==> src/design/sfp_pkg.sv <==
// Shared types and constants for the sync frame parser with additive checksum.
// No dependencies; imported by sfp_front, sfp_back and the top level.
`default_nettype none

package sfp_pkg;

   localparam int PayloadMax   = 64;
   localparam int StoreAw      = $clog2(PayloadMax);
   localparam int LenW         = 7;
   localparam int DescDepth    = 2;
   localparam int DescPtrW     = 1;
   localparam int DescCntW     = 2;
   localparam int RspFifoDepth = 4;
   localparam int RspPtrW      = 2;
   localparam int RspCntW      = 3;

   // command codes on req_cmd
   localparam logic [1:0] CMD_BYTE    = 2'd0;
   localparam logic [1:0] CMD_TICK    = 2'd1;
   localparam logic [1:0] CMD_RELEASE = 2'd2;

   // CSR indexes
   localparam logic [1:0] CSR_SYNC1   = 2'd0;
   localparam logic [1:0] CSR_SYNC2   = 2'd1;
   localparam logic [1:0] CSR_TIMEOUT = 2'd2;

   localparam logic [7:0]  SYNC1_RST   = 8'd170;
   localparam logic [7:0]  SYNC2_RST   = 8'd85;
   localparam logic [15:0] TIMEOUT_RST = 16'd100;

   typedef enum logic [3:0] {
      PH_SYNC1,
      PH_SYNC2,
      PH_SEQ_LO,
      PH_SEQ_HI,
      PH_TYPE,
      PH_LEN_LO,
      PH_LEN_HI,
      PH_BODY,
      PH_SUM
   } phase_type;

   // header of a frame that passed its checksum
   typedef struct packed {
      logic [7:0]      frame_type;
      logic [15:0]     seq;
      logic [LenW-1:0] len;
   } desc_type;

   typedef struct packed {
      logic               en;
      logic [StoreAw-1:0] addr;
      logic [7:0]         data;
   } store_wr_type;

   typedef struct packed {
      logic busy;
      logic empty;
   } back_sts_type;

   typedef struct packed {
      logic [7:0]      frame_type;
      logic [15:0]     seq;
      logic [LenW-1:0] payload_len;
      logic [7:0]      payload_byte;
      logic            byte_valid;
      logic            last;
   } rsp_type;

endpackage

`default_nettype wire

==> src/design/sfp_front.sv <==
// Front end: config registers, frame parser, idle timer, payload store writes.
// Depends on sfp_pkg; feeds sfp_back with store writes and frame descriptors.
`default_nettype none

module sfp_front
   import sfp_pkg::*;
(
   input  wire logic         clock,
   input  wire logic         reset,
   input  wire logic         accept,
   input  wire logic [1:0]   cmd,
   input  wire logic [7:0]   byte_in,
   input  wire logic         csr_wr_en,
   input  wire logic [1:0]   csr_index,
   input  wire logic [15:0]  csr_wdata,
   output store_wr_type      store_wr,
   output logic              desc_push,
   output desc_type          desc
);

   logic [7:0]      sync1_ff, sync2_ff;
   logic [15:0]     idle_ticks_ff;

   phase_type       phase_ff, phase_in, eff_phase;
   logic [7:0]      sum_ff, sum_in;
   logic [15:0]     seq_ff, seq_in;
   logic [7:0]      type_ff, type_in;
   logic [7:0]      len_lo_ff, len_lo_in;
   logic [LenW-1:0] len_ff, len_in;
   logic [LenW-1:0] idx_ff, idx_in, idx_inc;
   logic [15:0]     tmo_ff, tmo_in;
   logic            held_ff, held_in;

   logic            byte_go, tick_go, rel_go;
   logic [15:0]     len16;
   logic            len_bad;

   // config registers
   always_ff @(posedge clock) begin
      if (reset) begin
         sync1_ff      <= SYNC1_RST;
         sync2_ff      <= SYNC2_RST;
         idle_ticks_ff <= TIMEOUT_RST;
      end else if (csr_wr_en) begin
         unique case (csr_index)
            CSR_SYNC1:   sync1_ff      <= csr_wdata[7:0];
            CSR_SYNC2:   sync2_ff      <= csr_wdata[7:0];
            CSR_TIMEOUT: idle_ticks_ff <= csr_wdata;
            default: ;
         endcase
      end
   end

   assign byte_go = accept && (cmd == CMD_BYTE) && !held_ff;
   assign tick_go = accept && (cmd == CMD_TICK) && !held_ff;
   assign rel_go  = accept && (cmd == CMD_RELEASE) && held_ff;

   // idle timer ran out: byte is parsed as if hunting for sync
   assign eff_phase = (tmo_ff == '0) ? PH_SYNC1 : phase_ff;
   assign len16     = {byte_in, len_lo_ff};
   assign len_bad   = len16 > 16'(PayloadMax);
   assign idx_inc   = idx_ff + LenW'(1);

   // next phase
   always_comb begin
      phase_in = phase_ff;
      if (rel_go) begin
         phase_in = PH_SYNC1;
      end else if (byte_go) begin
         unique case (eff_phase)
            PH_SYNC2:  phase_in = (byte_in == sync2_ff) ? PH_SEQ_LO : PH_SYNC1;
            PH_SEQ_LO: phase_in = PH_SEQ_HI;
            PH_SEQ_HI: phase_in = PH_TYPE;
            PH_TYPE:   phase_in = PH_LEN_LO;
            PH_LEN_LO: phase_in = PH_LEN_HI;
            PH_LEN_HI: begin
               if (len_bad)
                  phase_in = PH_SYNC1;
               else if (len16 != '0)
                  phase_in = PH_BODY;
               else
                  phase_in = PH_SUM;
            end
            PH_BODY:   phase_in = (idx_inc >= len_ff) ? PH_SUM : PH_BODY;
            PH_SUM:    phase_in = PH_SYNC1;
            default:   phase_in = (byte_in == sync1_ff) ? PH_SYNC2 : PH_SYNC1;
         endcase
      end
   end

   // datapath updates
   always_comb begin
      sum_in    = sum_ff;
      seq_in    = seq_ff;
      type_in   = type_ff;
      len_lo_in = len_lo_ff;
      len_in    = len_ff;
      idx_in    = idx_ff;
      tmo_in    = tmo_ff;
      held_in   = held_ff;
      store_wr  = '{en: 1'b0, addr: idx_ff[StoreAw-1:0], data: byte_in};
      desc_push = 1'b0;
      desc      = '{frame_type: type_ff, seq: seq_ff, len: len_ff};

      if (tick_go && tmo_ff != '0)
         tmo_in = tmo_ff - 16'd1;

      if (rel_go) begin
         held_in = 1'b0;
         tmo_in  = '0;
      end

      if (byte_go) begin
         tmo_in = idle_ticks_ff;
         unique case (eff_phase)
            PH_SYNC2: begin
               if (byte_in == sync2_ff)
                  sum_in = sum_ff + byte_in;
            end
            PH_SEQ_LO: begin
               seq_in = {8'h00, byte_in};
               sum_in = sum_ff + byte_in;
            end
            PH_SEQ_HI: begin
               seq_in = {byte_in, seq_ff[7:0]};
               sum_in = sum_ff + byte_in;
            end
            PH_TYPE: begin
               type_in = byte_in;
               sum_in  = sum_ff + byte_in;
            end
            PH_LEN_LO: begin
               len_lo_in = byte_in;
               sum_in    = sum_ff + byte_in;
            end
            PH_LEN_HI: begin
               if (!len_bad) begin
                  len_in = len16[LenW-1:0];
                  idx_in = '0;
                  sum_in = sum_ff + byte_in;
               end
            end
            PH_BODY: begin
               store_wr.en = 1'b1;
               idx_in      = idx_inc;
               sum_in      = sum_ff + byte_in;
            end
            PH_SUM: begin
               if (sum_ff == byte_in) begin
                  held_in   = 1'b1;
                  desc_push = 1'b1;
               end
            end
            default: begin
               if (byte_in == sync1_ff)
                  sum_in = byte_in;
            end
         endcase
      end
   end

   always_ff @(posedge clock) begin
      if (reset) begin
         phase_ff  <= PH_SYNC1;
         sum_ff    <= '0;
         seq_ff    <= '0;
         type_ff   <= '0;
         len_lo_ff <= '0;
         len_ff    <= '0;
         idx_ff    <= '0;
         tmo_ff    <= '0;
         held_ff   <= 1'b0;
      end else begin
         phase_ff  <= phase_in;
         sum_ff    <= sum_in;
         seq_ff    <= seq_in;
         type_ff   <= type_in;
         len_lo_ff <= len_lo_in;
         len_ff    <= len_in;
         idx_ff    <= idx_in;
         tmo_ff    <= tmo_in;
         held_ff   <= held_in;
      end
   end

endmodule

`default_nettype wire

==> src/design/sfp_back.sv <==
// Back end: descriptor queue, payload store, replay sequencer, result FIFO.
// Depends on sfp_pkg; driven by sfp_front.
`default_nettype none

module sfp_back
   import sfp_pkg::*;
(
   input  wire logic         clock,
   input  wire logic         reset,
   input  wire store_wr_type store_wr,
   input  wire logic         desc_push,
   input  wire desc_type     desc,
   input  wire logic         rsp_pop,
   output back_sts_type      sts,
   output rsp_type           rsp
);

   logic [7:0]          store_mem [PayloadMax];

   desc_type            dq_ff [DescDepth];
   logic [DescPtrW-1:0] dq_wp_ff, dq_rp_ff;
   logic [DescCntW-1:0] dq_cnt_ff, dq_cnt_in;

   logic                active_ff, active_in;
   desc_type            cur_ff;
   logic [LenW-1:0]     k_ff, k_in;

   logic                pend_ff;
   rsp_type             pend_rsp_ff;
   logic [7:0]          rd_data_ff;

   rsp_type             fifo_ff [RspFifoDepth];
   logic [RspPtrW-1:0]  fifo_wp_ff, fifo_rp_ff;
   logic [RspCntW-1:0]  fifo_cnt_ff, fifo_cnt_in;

   logic                start, issue, issue_last, credit, fifo_push, fifo_pop;
   rsp_type             issue_rsp, fifo_wdata;

   // payload store: one write, one registered read
   always_ff @(posedge clock) begin
      if (store_wr.en)
         store_mem[store_wr.addr] <= store_wr.data;
   end

   always_ff @(posedge clock) begin
      if (issue)
         rd_data_ff <= store_mem[k_ff[StoreAw-1:0]];
   end

   // descriptor queue
   assign start = !active_ff && (dq_cnt_ff != '0);

   always_comb begin
      dq_cnt_in = dq_cnt_ff;
      if (desc_push && !start)
         dq_cnt_in = dq_cnt_ff + DescCntW'(1);
      else if (!desc_push && start)
         dq_cnt_in = dq_cnt_ff - DescCntW'(1);
   end

   always_ff @(posedge clock) begin
      if (desc_push)
         dq_ff[dq_wp_ff] <= desc;
   end

   always_ff @(posedge clock) begin
      if (reset) begin
         dq_wp_ff  <= '0;
         dq_rp_ff  <= '0;
         dq_cnt_ff <= '0;
      end else begin
         if (desc_push)
            dq_wp_ff <= dq_wp_ff + DescPtrW'(1);
         if (start)
            dq_rp_ff <= dq_rp_ff + DescPtrW'(1);
         dq_cnt_ff <= dq_cnt_in;
      end
   end

   // replay sequencer: one store read per cycle while the FIFO has room
   assign credit     = (fifo_cnt_ff + RspCntW'(pend_ff)) < RspCntW'(RspFifoDepth);
   assign issue      = active_ff && credit;
   assign issue_last = (cur_ff.len == '0) || ((k_ff + LenW'(1)) == cur_ff.len);

   always_comb begin
      active_in = active_ff;
      k_in      = k_ff;
      if (start) begin
         active_in = 1'b1;
         k_in      = '0;
      end else if (issue) begin
         k_in = k_ff + LenW'(1);
         if (issue_last)
            active_in = 1'b0;
      end
   end

   always_comb begin
      issue_rsp.frame_type   = cur_ff.frame_type;
      issue_rsp.seq          = cur_ff.seq;
      issue_rsp.payload_len  = cur_ff.len;
      issue_rsp.payload_byte = '0;
      issue_rsp.byte_valid   = cur_ff.len != '0;
      issue_rsp.last         = issue_last;
   end

   always_ff @(posedge clock) begin
      if (start)
         cur_ff <= dq_ff[dq_rp_ff];
      if (issue)
         pend_rsp_ff <= issue_rsp;
   end

   always_ff @(posedge clock) begin
      if (reset) begin
         active_ff <= 1'b0;
         k_ff      <= '0;
         pend_ff   <= 1'b0;
      end else begin
         active_ff <= active_in;
         k_ff      <= k_in;
         pend_ff   <= issue;
      end
   end

   // result FIFO
   assign fifo_push = pend_ff;
   assign fifo_pop  = rsp_pop && (fifo_cnt_ff != '0);

   always_comb begin
      fifo_wdata = pend_rsp_ff;
      if (pend_rsp_ff.byte_valid)
         fifo_wdata.payload_byte = rd_data_ff;
   end

   always_comb begin
      fifo_cnt_in = fifo_cnt_ff;
      if (fifo_push && !fifo_pop)
         fifo_cnt_in = fifo_cnt_ff + RspCntW'(1);
      else if (!fifo_push && fifo_pop)
         fifo_cnt_in = fifo_cnt_ff - RspCntW'(1);
   end

   always_ff @(posedge clock) begin
      if (fifo_push)
         fifo_ff[fifo_wp_ff] <= fifo_wdata;
   end

   always_ff @(posedge clock) begin
      if (reset) begin
         fifo_wp_ff  <= '0;
         fifo_rp_ff  <= '0;
         fifo_cnt_ff <= '0;
      end else begin
         if (fifo_push)
            fifo_wp_ff <= fifo_wp_ff + RspPtrW'(1);
         if (fifo_pop)
            fifo_rp_ff <= fifo_rp_ff + RspPtrW'(1);
         fifo_cnt_ff <= fifo_cnt_in;
      end
   end

   assign rsp       = fifo_ff[fifo_rp_ff];
   assign sts.busy  = active_ff || (dq_cnt_ff != '0);
   assign sts.empty = fifo_cnt_ff == '0;

endmodule

`default_nettype wire

==> src/design/sync_frame_parser_sum_check_top.sv <==
// A good frame's descriptor is queued on its checksum byte, then its replay registers
//   store reads into the result FIFO, stalling while that FIFO has no room.
// Throughput: one transaction per cycle on req_ while no frame is replaying (full is
//   high during a replay); results leave at one per cycle given pop.
// Reset: synchronous, active high; parser hunts for first sync, CSRs return to defaults,
//   payload store is not cleared.
`default_nettype none

module sync_frame_parser_sum_check_top
   import sfp_pkg::*;
(
   input  wire logic         clock,
   input  wire logic         reset,

   // input transactions
   input  wire logic         push,
   output logic              full,
   input  wire logic [1:0]   req_cmd,
   input  wire logic [7:0]   req_byte_in,

   // result transactions
   output logic              empty,
   input  wire logic         pop,
   output logic [7:0]        rsp_frame_type,
   output logic [15:0]       rsp_sequence_res,
   output logic [LenW-1:0]   rsp_payload_len,
   output logic [7:0]        rsp_payload_byte,
   output logic              rsp_byte_valid,
   output logic              rsp_last,

   // configuration
   input  wire logic         csr_wr_en,
   input  wire logic [1:0]   csr_index,
   input  wire logic [15:0]  csr_wdata
);

   // Front parses one transaction per cycle while full is low. On a good checksum
   // it pushes a descriptor and the back end replays the payload store. full covers
   // the replay so no new payload can overwrite the store mid-read.
   store_wr_type  store_wr;
   logic          desc_push;
   desc_type      desc;
   back_sts_type  back_sts;
   rsp_type       rsp;
   logic          accept;

   assign accept = push && !full;
   assign full   = back_sts.busy;
   assign empty  = back_sts.empty;

   sfp_front u_front (
      .clock     (clock),
      .reset     (reset),
      .accept    (accept),
      .cmd       (req_cmd),
      .byte_in   (req_byte_in),
      .csr_wr_en (csr_wr_en),
      .csr_index (csr_index),
      .csr_wdata (csr_wdata),
      .store_wr  (store_wr),
      .desc_push (desc_push),
      .desc      (desc)
   );

   sfp_back u_back (
      .clock     (clock),
      .reset     (reset),
      .store_wr  (store_wr),
      .desc_push (desc_push),
      .desc      (desc),
      .rsp_pop   (pop),
      .sts       (back_sts),
      .rsp       (rsp)
   );

   assign rsp_frame_type   = rsp.frame_type;
   assign rsp_sequence_res = rsp.seq;
   assign rsp_payload_len  = rsp.payload_len;
   assign rsp_payload_byte = rsp.payload_byte;
   assign rsp_byte_valid   = rsp.byte_valid;
   assign rsp_last         = rsp.last;

`ifndef SYNTHESIS
   // a descriptor always starts a replay
   a_desc_starts_replay: assert property (@(posedge clock) disable iff (reset)
      desc_push |=> back_sts.busy)
      else $error("descriptor pushed but back end not busy");

   // the store is never written while a replay may still read it
   a_no_store_overwrite: assert property (@(posedge clock) disable iff (reset)
      store_wr.en |-> !back_sts.busy)
      else $error("payload store written during replay");

   // an empty-frame result is a single zero byte marked last
   a_empty_frame_rsp: assert property (@(posedge clock) disable iff (reset)
      (!empty && !rsp_byte_valid) |-> (rsp_payload_byte == 8'h00 && rsp_last &&
      rsp_payload_len == '0))
      else $error("malformed empty-frame transaction");
`endif

endmodule

`default_nettype wire

==> config.mk <==
export PLATFORM = sky130hd
export DESIGN_NAME = sync_frame_parser_sum_check_top
export DESIGN_NICKNAME = d
export VERILOG_FILES = /design/src/design/sfp_pkg.sv /design/src/design/sfp_front.sv /design/src/design/sfp_back.sv /design/src/design/sync_frame_parser_sum_check_top.sv
export SDC_FILE = /design/constraint.sdc
export NUM_CORES = 1
export LEC_CHECK = 0
export CAP_MARGIN = 20
export CELL_PAD_IN_SITES_DETAIL_PLACEMENT = 0
export CELL_PAD_IN_SITES_GLOBAL_PLACEMENT = 1
export CORE_MARGIN = 10
export CORE_UTILIZATION = 55
export DETAILED_ROUTE_END_ITERATION = 10
export DONT_BUFFER_PORTS = 1
export MAX_ROUTING_LAYER = met4
export PLACE_DENSITY_LB_ADDON = 0.1
export SYNTH_ARGS = -nofsm -noshare
export SYNTH_HDL_FRONTEND = slang
export SYNTH_SLANG_ARGS = --single-unit
==> constraint.sdc <==
create_clock -name clock -period 7.3 [get_ports clock]
set_clock_uncertainty 0.2 [all_clocks]
set_input_delay 1.095 -clock clock [delete_from_list [all_inputs] [get_ports clock]]
set_output_delay 1.095 -clock clock [all_outputs]
set_load 0.05 [all_outputs]
# Word level (Yosys, flattened, before mapping)
# Memories as Yosys holds them, arrays and structs flattened. A register that Yosys moved wholly into a read port is not among the register bits.
# Index checks and enable logic that the tools add are counted.
[word_totals]
regBits = 160
latchBits = 0
ram_bits = 738
mem_bits_ro = 0
inputBits = 33
output_inout_bits = 43
elab_cells = 165
n_memories = 3
[mem_list]
columns = ["name", "words", "width", "rd", "rd_ports_with_merged_regs", "write_ports", "line", "source"]
rows = [
  ["u_back.store_mem", 64, 8, 1, 1, 1, "sfp_back.sv:18", "logic [7:0] store_mem [PayloadMax];"],
  ["u_back.fifo_ff", 4, 41, 1, 1, 1, "sfp_back.sv:32", "rsp_type fifo_ff [RspFifoDepth];"],
  ["u_back.dq_ff", 2, 31, 1, 1, 1, "sfp_back.sv:20", "desc_type dq_ff [DescDepth];"],
]
[op_classes]
n_addsub = 13
multipliers = 0
div = 0
magnitude_cmp = 3
eq_ne = 18
shift = 0
n_mux = 42
bitwise_logic = 3
n_reduce_logical = 56
[ops]
columns = ["cell", "n"]
rows = [
  ["two-way mux 16 bit", 3],
  ["two-way mux 8 bit", 4],
  ["case mux 16 bit (2 select lines)", 1],
  ["case mux 4 bit (8 select lines)", 1],
  ["case mux 8 bit (4 select lines)", 1],
  ["nonzero test 16 bit", 2],
  ["equality test 8 bit", 3],
  ["two-way mux 1 bit", 19],
  ["equality test 4 x 3 -> 1 bit, second input constant", 4],
  ["> comparator 16 x 7 -> 1 bit, second input constant", 1],
  ["zero test 16 bit", 1],
  ["two-way mux 4 bit", 4],
  ["subtractor 16 x 1 -> 16 bit, second input constant", 1],
  ["logical AND 1 bit", 15],
  ["adder 7 x 1 -> 7 bit, second input constant", 2],
  ["case mux 7 bit (2 select lines)", 1],
  ["AND reduction 2 bit", 7],
  ["nonzero test 2 bit", 7],
  ["two-way mux 2 bit", 5],
  ["AND reduction 3 bit", 3],
  ["adder 8 bit", 1],
  ["equality test 4 x 2 -> 1 bit, second input constant", 2],
  ["equality test 7 bit", 1],
  ["greater-or-equal comparator 7 bit", 1],
  ["other kinds (27)", 45],
]

# Depth between registers and ports, before layout
[depth]
ltp_word = 11
mapped_depth = 12
depth_no_buf = 11

# By module
# From an unflattened synthesis, not the netlist that was laid out.
[hier_totals]
cells_unflattened = 2161
hier_area_um2 = 37016.8
[modules_own_cells]
columns = ["mod", "n_inst", "cells_per_inst", "area_per_inst_um2", "seq_area_each_um2"]
rows = [
  ["sfp_back", 1, 1468, 31450.2, 24763.8],
  ["sfp_front", 1, 692, 5552.8, 2142.1],
  ["sync_frame_parser_sum_check_top", 1, 1, 13.8, 0.0],
]

# Least setup slack after synthesis
# Ideal clock, no wire load.
[synth_path]
kind = "input to register"
from = "input port req_byte_in[3]"
to = "memory u_back.dq_ff[0][0] (netlist name) (enable)"
setup_time_ns = 0.497
arrival_ns = 4.839
required_ns = 6.603
setup_slack_ns = 1.764
path_stages = 4
n_path_buf = 0
cell_sequence = "ha_1 -> nor4_1 -> nand4_1 -> nor4_1"
[synth_via]
elab_chain_cells = 6
[synth_lines]
columns = ["item", "line", "source"]
rows = [
  ["start, declared", "sync_frame_parser_sum_check_top.sv:19", "input wire logic [7:0] req_byte_in,"],
  ["equality test 8 bit", "sfp_front.sv:149", "if (sum_ff == byte_in) begin"],
  ["two-way mux 1 bit", "sfp_front.sv:149", ""],
  ["two-way mux 1 bit", "sfp_front.sv:115", "unique case (eff_phase)"],
  ["two-way mux 1 bit", "sfp_front.sv:113", "if (byte_go) begin"],
  ["two-way mux 1 bit", "sfp_back.sv:62", "if (desc_push)"],
  ["two-way mux 1 bit (not written as such)", "sfp_back.sv:63", "dq_ff[dq_wp_ff] <= desc;"],
  ["end, declared", "sfp_back.sv:20", ""],
]
# Every way passes these cells.

# Worst setup path after layout
[layout_path]
from = "register u_front.tmo_ff[0]"
to = "memory u_back.store_mem[21][2] (enable)"
[layout_via]
elab_chain_cells = 7
[layout_lines]
columns = ["item", "line", "source"]
rows = [
  ["start, declared", "sfp_front.sv:31", "logic [15:0] tmo_ff, tmo_in;"],
  ["start signal, assigned", "sfp_front.sv:181", "tmo_ff <= tmo_in;"],
  ["zero test 16 bit", "sfp_front.sv:59", "assign eff_phase = (tmo_ff == '0) ? PH_SYNC1 : phase_ff;"],
  ["two-way mux 4 bit", "sfp_front.sv:59", ""],
  ["equality test 4 x 3 -> 1 bit", "sfp_front.sv:115", ""],
  ["two-way mux 1 bit", "sfp_front.sv:115", ""],
  ["two-way mux 1 bit", "sfp_front.sv:113", ""],
  ["two-way mux 1 bit", "sfp_back.sv:41", "if (store_wr.en)"],
  ["two-way mux 1 bit (not written as such)", "sfp_back.sv:42", "store_mem[store_wr.addr] <= store_wr.data;"],
  ["end, declared", "sfp_back.sv:18", ""],
]
# Every way passes these cells.

==> impl_summary.log <==
INFO  metric power.switching = 3.451 mW
INFO  metric place.port_buffers = 0
INFO  metric wire_per_inst = 26.66 µm
INFO  metric vias_per_cell = 6.166
INFO  metric chipWidth = 278.0 µm
INFO  metric crit_required = 7.37 ns
INFO  metric clk_pin_slew = 0.06 ns
INFO  metric area.growth.synth_to_final = 10.37%
INFO  metric cts.sinks = 939
INFO  metric antenna_left = 0
INFO  metric final_hold_viol_count = 0
INFO  metric buffer_levels_on_the_longest_clock_path = 3
INFO  metric critical_path_buffer_and_inverter_count = 1
INFO  metric leakage = 12.30 nW
INFO  metric place_congestion = 0.8804
INFO  metric final_util = 61.34%
INFO  metric globalRouteTotalUtil = 21.04%
INFO  metric layout.nets = 2,075
INFO  metric synthCells = 2,008
INFO  metric netSwitchingFraction = 26.29%
INFO  metric layout-drive-gt1-share = 20.02%
INFO  metric detailed_route_via_count = 18,240
INFO  metric slowest_stage = nor2_1
INFO  metric dr.max_layer_used = met4
INFO  metric critical-path-max-stage-delay = 0.88 ns
INFO  metric timing_max_transition_violations_final = 0
INFO  metric holdCritPathClass = reg -> reg
INFO  metric post_synth_main_area_contributors = edfxtp_1, mux4_2, dfxtp_1
INFO  metric timing_worst_slew_pin_value = 1.091 ns
INFO  metric die-area = 77,270 µm²
INFO  metric cp.arrival = 4.57 ns
INFO  metric place.detailed.hpwl = 46,690 µm
INFO  metric layout.cells.most_common = edfxtp_1
INFO  metric dr_wl_met3 = 6835 µm
INFO  metric detail_route.wirelength.met1 = 33,950 µm
INFO  metric number_of_violations_of_the_max_capacitance_limit = 0
INFO  metric drtPass1Iterations = 5
INFO  metric p_seq_share = 48.1%
INFO  metric vdd.ir_drop.worst = 335.7 µV
INFO  metric setup-violations-final = 0
INFO  metric layout_common_cells = edfxtp_1, mux4_2, nor2_1
INFO  metric io-pin-count = 76
INFO  metric tritoncts.num_buffers = 92
INFO  metric worst_setup_path_category = reg -> reg
INFO  metric syn_area_per_cell = 18.23 µm²
INFO  metric worst_setup_path_end_kind = flop
INFO  metric placementRows = 94
INFO  metric fmaxAchievable = 222.0 MHz
INFO  metric part_of_the_cycle_the_worst_path_needs = 61.71%
INFO  metric synth.ff_latch_count = 939
INFO  metric yosys_top_cell_by_area = edfxtp_1
INFO  metric detail_route.drc_violations = 0
INFO  metric critical_path.max_fanout = 10
INFO  metric synth_cell_types = 65
INFO  metric slew-limit-headroom = 27.28%
INFO  metric timing.final.crit_period = 4.504 ns
INFO  metric netlist_area = 36,600 µm²
INFO  metric post_cts_hold_buffer_count = 0
INFO  metric power_frac_comb = 16.6%
INFO  metric share_clk_of_total_power = 35.3%
INFO  metric finalSetupTns = 0 ns
INFO  metric p_int = 9.676 mW
INFO  metric overflow = 0
INFO  metric grt_max_degree = 133
INFO  metric ctsRootBufferMaster = clkbuf_16
INFO  metric detailroute.wirelength.met2 = 36,020 µm
INFO  metric worst_setup_path_start_kind = flop
INFO  metric grt_first_pass_wirelength = 118,700 µm
INFO  metric synth_top_area_share = 66.45%
INFO  metric drt_first_iter_violations = 1,741
INFO  metric yosys_warnings = 0
INFO  metric start_util = 55.58%
INFO  metric synth_fp_nets = 2,066
INFO  metric critical-path-top-delay-family = simple AND/OR/NAND/NOR gates
INFO  metric post_cts_resize_count = 0
INFO  metric initial_antenna_violation_count = 2
INFO  metric routed_wl = 78,850 µm
INFO  metric rsz0062_at_grt = false
INFO  metric htree_num_levels = 3
INFO  metric synth-async-reset-ratio = 0%
INFO  metric status = completed
INFO  metric seq_area_frac_synth = 73.51%
INFO  metric synth-main-ff-cell = edfxtp_1
INFO  metric clk_lat_worst_skew = 0.64 ns
INFO  metric power_density = 324.9 nW/µm²
INFO  metric path_cells = inv_1 > ha_1 > nor3b_1 > and4_1 > nor4_4 > and2_1 > nand4b_1 > nor2_1
INFO  metric cts_setup_buffers = 0
INFO  metric die_h = 278.0 µm
INFO  metric grt_pass1_vias = 18,210
INFO  metric core = 65,860 µm²
INFO  metric synth_enable_flop_cells = 810
INFO  metric tritoncts = yes
[kinds of logic (layout without fill, tap and decap cells)]
logic type | count (synthesis) | count (layout) | share of synthesized area [%]
mux | 271 | 271 | 14.67
fa+ha+maj | 25 | 25 | 0.8956
flops | 939 | 939 | 73.51
buf+inv | 125 | 210 | 1.484
compound gates | 156 | 156 | 2.529
xor+xnor | 49 | 49 | 1.172
simple gates | 443 | 443 | 5.746
other cells | 0 | 1 | 0
[cell type report]
cell class              instances  area, µm²
repair buffers                 19      155.1
clock buffers                 125       2516
flip-flops and latches        939      26920
clock inverters                45      478.0
fillers                      4660      25460
diodes                          1      2.502
multi-input cells             944       9171
inverters                      21      78.83
well taps                     864       1081
[worst reg2reg max path: cells and delay by family, from the launching register on]
family	cells	cell delay, ns
adders and majority gates	1	0.23
buffers and inverters	1	0.07
DFF	1	0.38
and+or+nand+nor	6	3.26
[routing by layer]
layer  GRT usage, %  vias up
li1               -     7973
met1          29.31     9355
met2          30.63      782
met3          5.074      130
met4          6.349        0
met5              -        -
[power by group through the flow]
stage,clock [mW],combinational [mW],sequential (mW)
2_1_floorplan,0,1.81,6.36
3_5_place_dp,0,2.21,6.43
4_1_cts,4.72,2.21,6.32
6_report,4.63,2.18,6.32
3_3_place_gp,0,2.19,6.41
5_1_grt,4.94,2.34,6.35
[Yosys cell counts (5+ instances only)]
cell type / number
a211oi_1: 7
a21oi_1: 84
a31oi_1: 6
and2_1: 16
buf_1: 23
buf_2: 8
buf_4: 5
buf_6: 6
clkbuf_1: 62
dfxtp_1: 129
edfxtp_1: 810
ha_1: 23
inv_1: 21
mux2_2: 33
mux2i_1: 29
mux4_2: 209
nand2_1: 125
nand2b_1: 7
nand3_1: 40
nand3b_1: 12
nand4_1: 6
nor2_1: 149
nor2b_1: 9
nor3_1: 24
nor4_1: 13
o21ai_0: 19
or3_1: 12
or4_1: 5
xnor2_1: 15
xor2_1: 34
[sequential cells by signal, indices dropped and copies added, names as in the netlist, 16 cells and up, named ones only]
name	flops
u_front.tmo_ff	16
u_back.cur_ff	31
u_back.dq_ff	62
u_back.store_mem	512
u_front.seq_ff	16
u_front.idle_ticks_ff	16
u_back.fifo_ff	164
u_back.fifo_wdata	33
[through the flow]
step | hold slack (ns) | instance area [µm²] | setup slack [ns] | cells | power, mW
floorplan | 0.2003 | 36600 | 1.764 | 2008 | 8.168
finish | 0.2103 | 40400 | 2.796 | 2958 | 13.13
CTS | 0.2164 | 40400 | 2.858 | 2957 | 13.25
global route | 0.2183 | 40400 | 2.549 | 2958 | 13.63
detailed placement | 0.2045 | 37400 | 2.370 | 2787 | 8.635
global placement | 0.2041 | 37400 | 2.437 | 2787 | 8.603
[worst paths after layout]
path	startpoint	to	slack, ns	depth (start not counted)
min reg2reg	u_back.cur_ff[23]	u_back.fifo_wdata[33]	0.21	0
min	u_back.cur_ff[23]	u_back.fifo_wdata[33]	0.21	0
max	u_front.tmo_ff[0]	u_back.store_mem[21][2]	2.80	8
max reg2reg	u_front.tmo_ff[0]	u_back.store_mem[21][2]	2.80	8
Power figures use the tool's default switching activity.
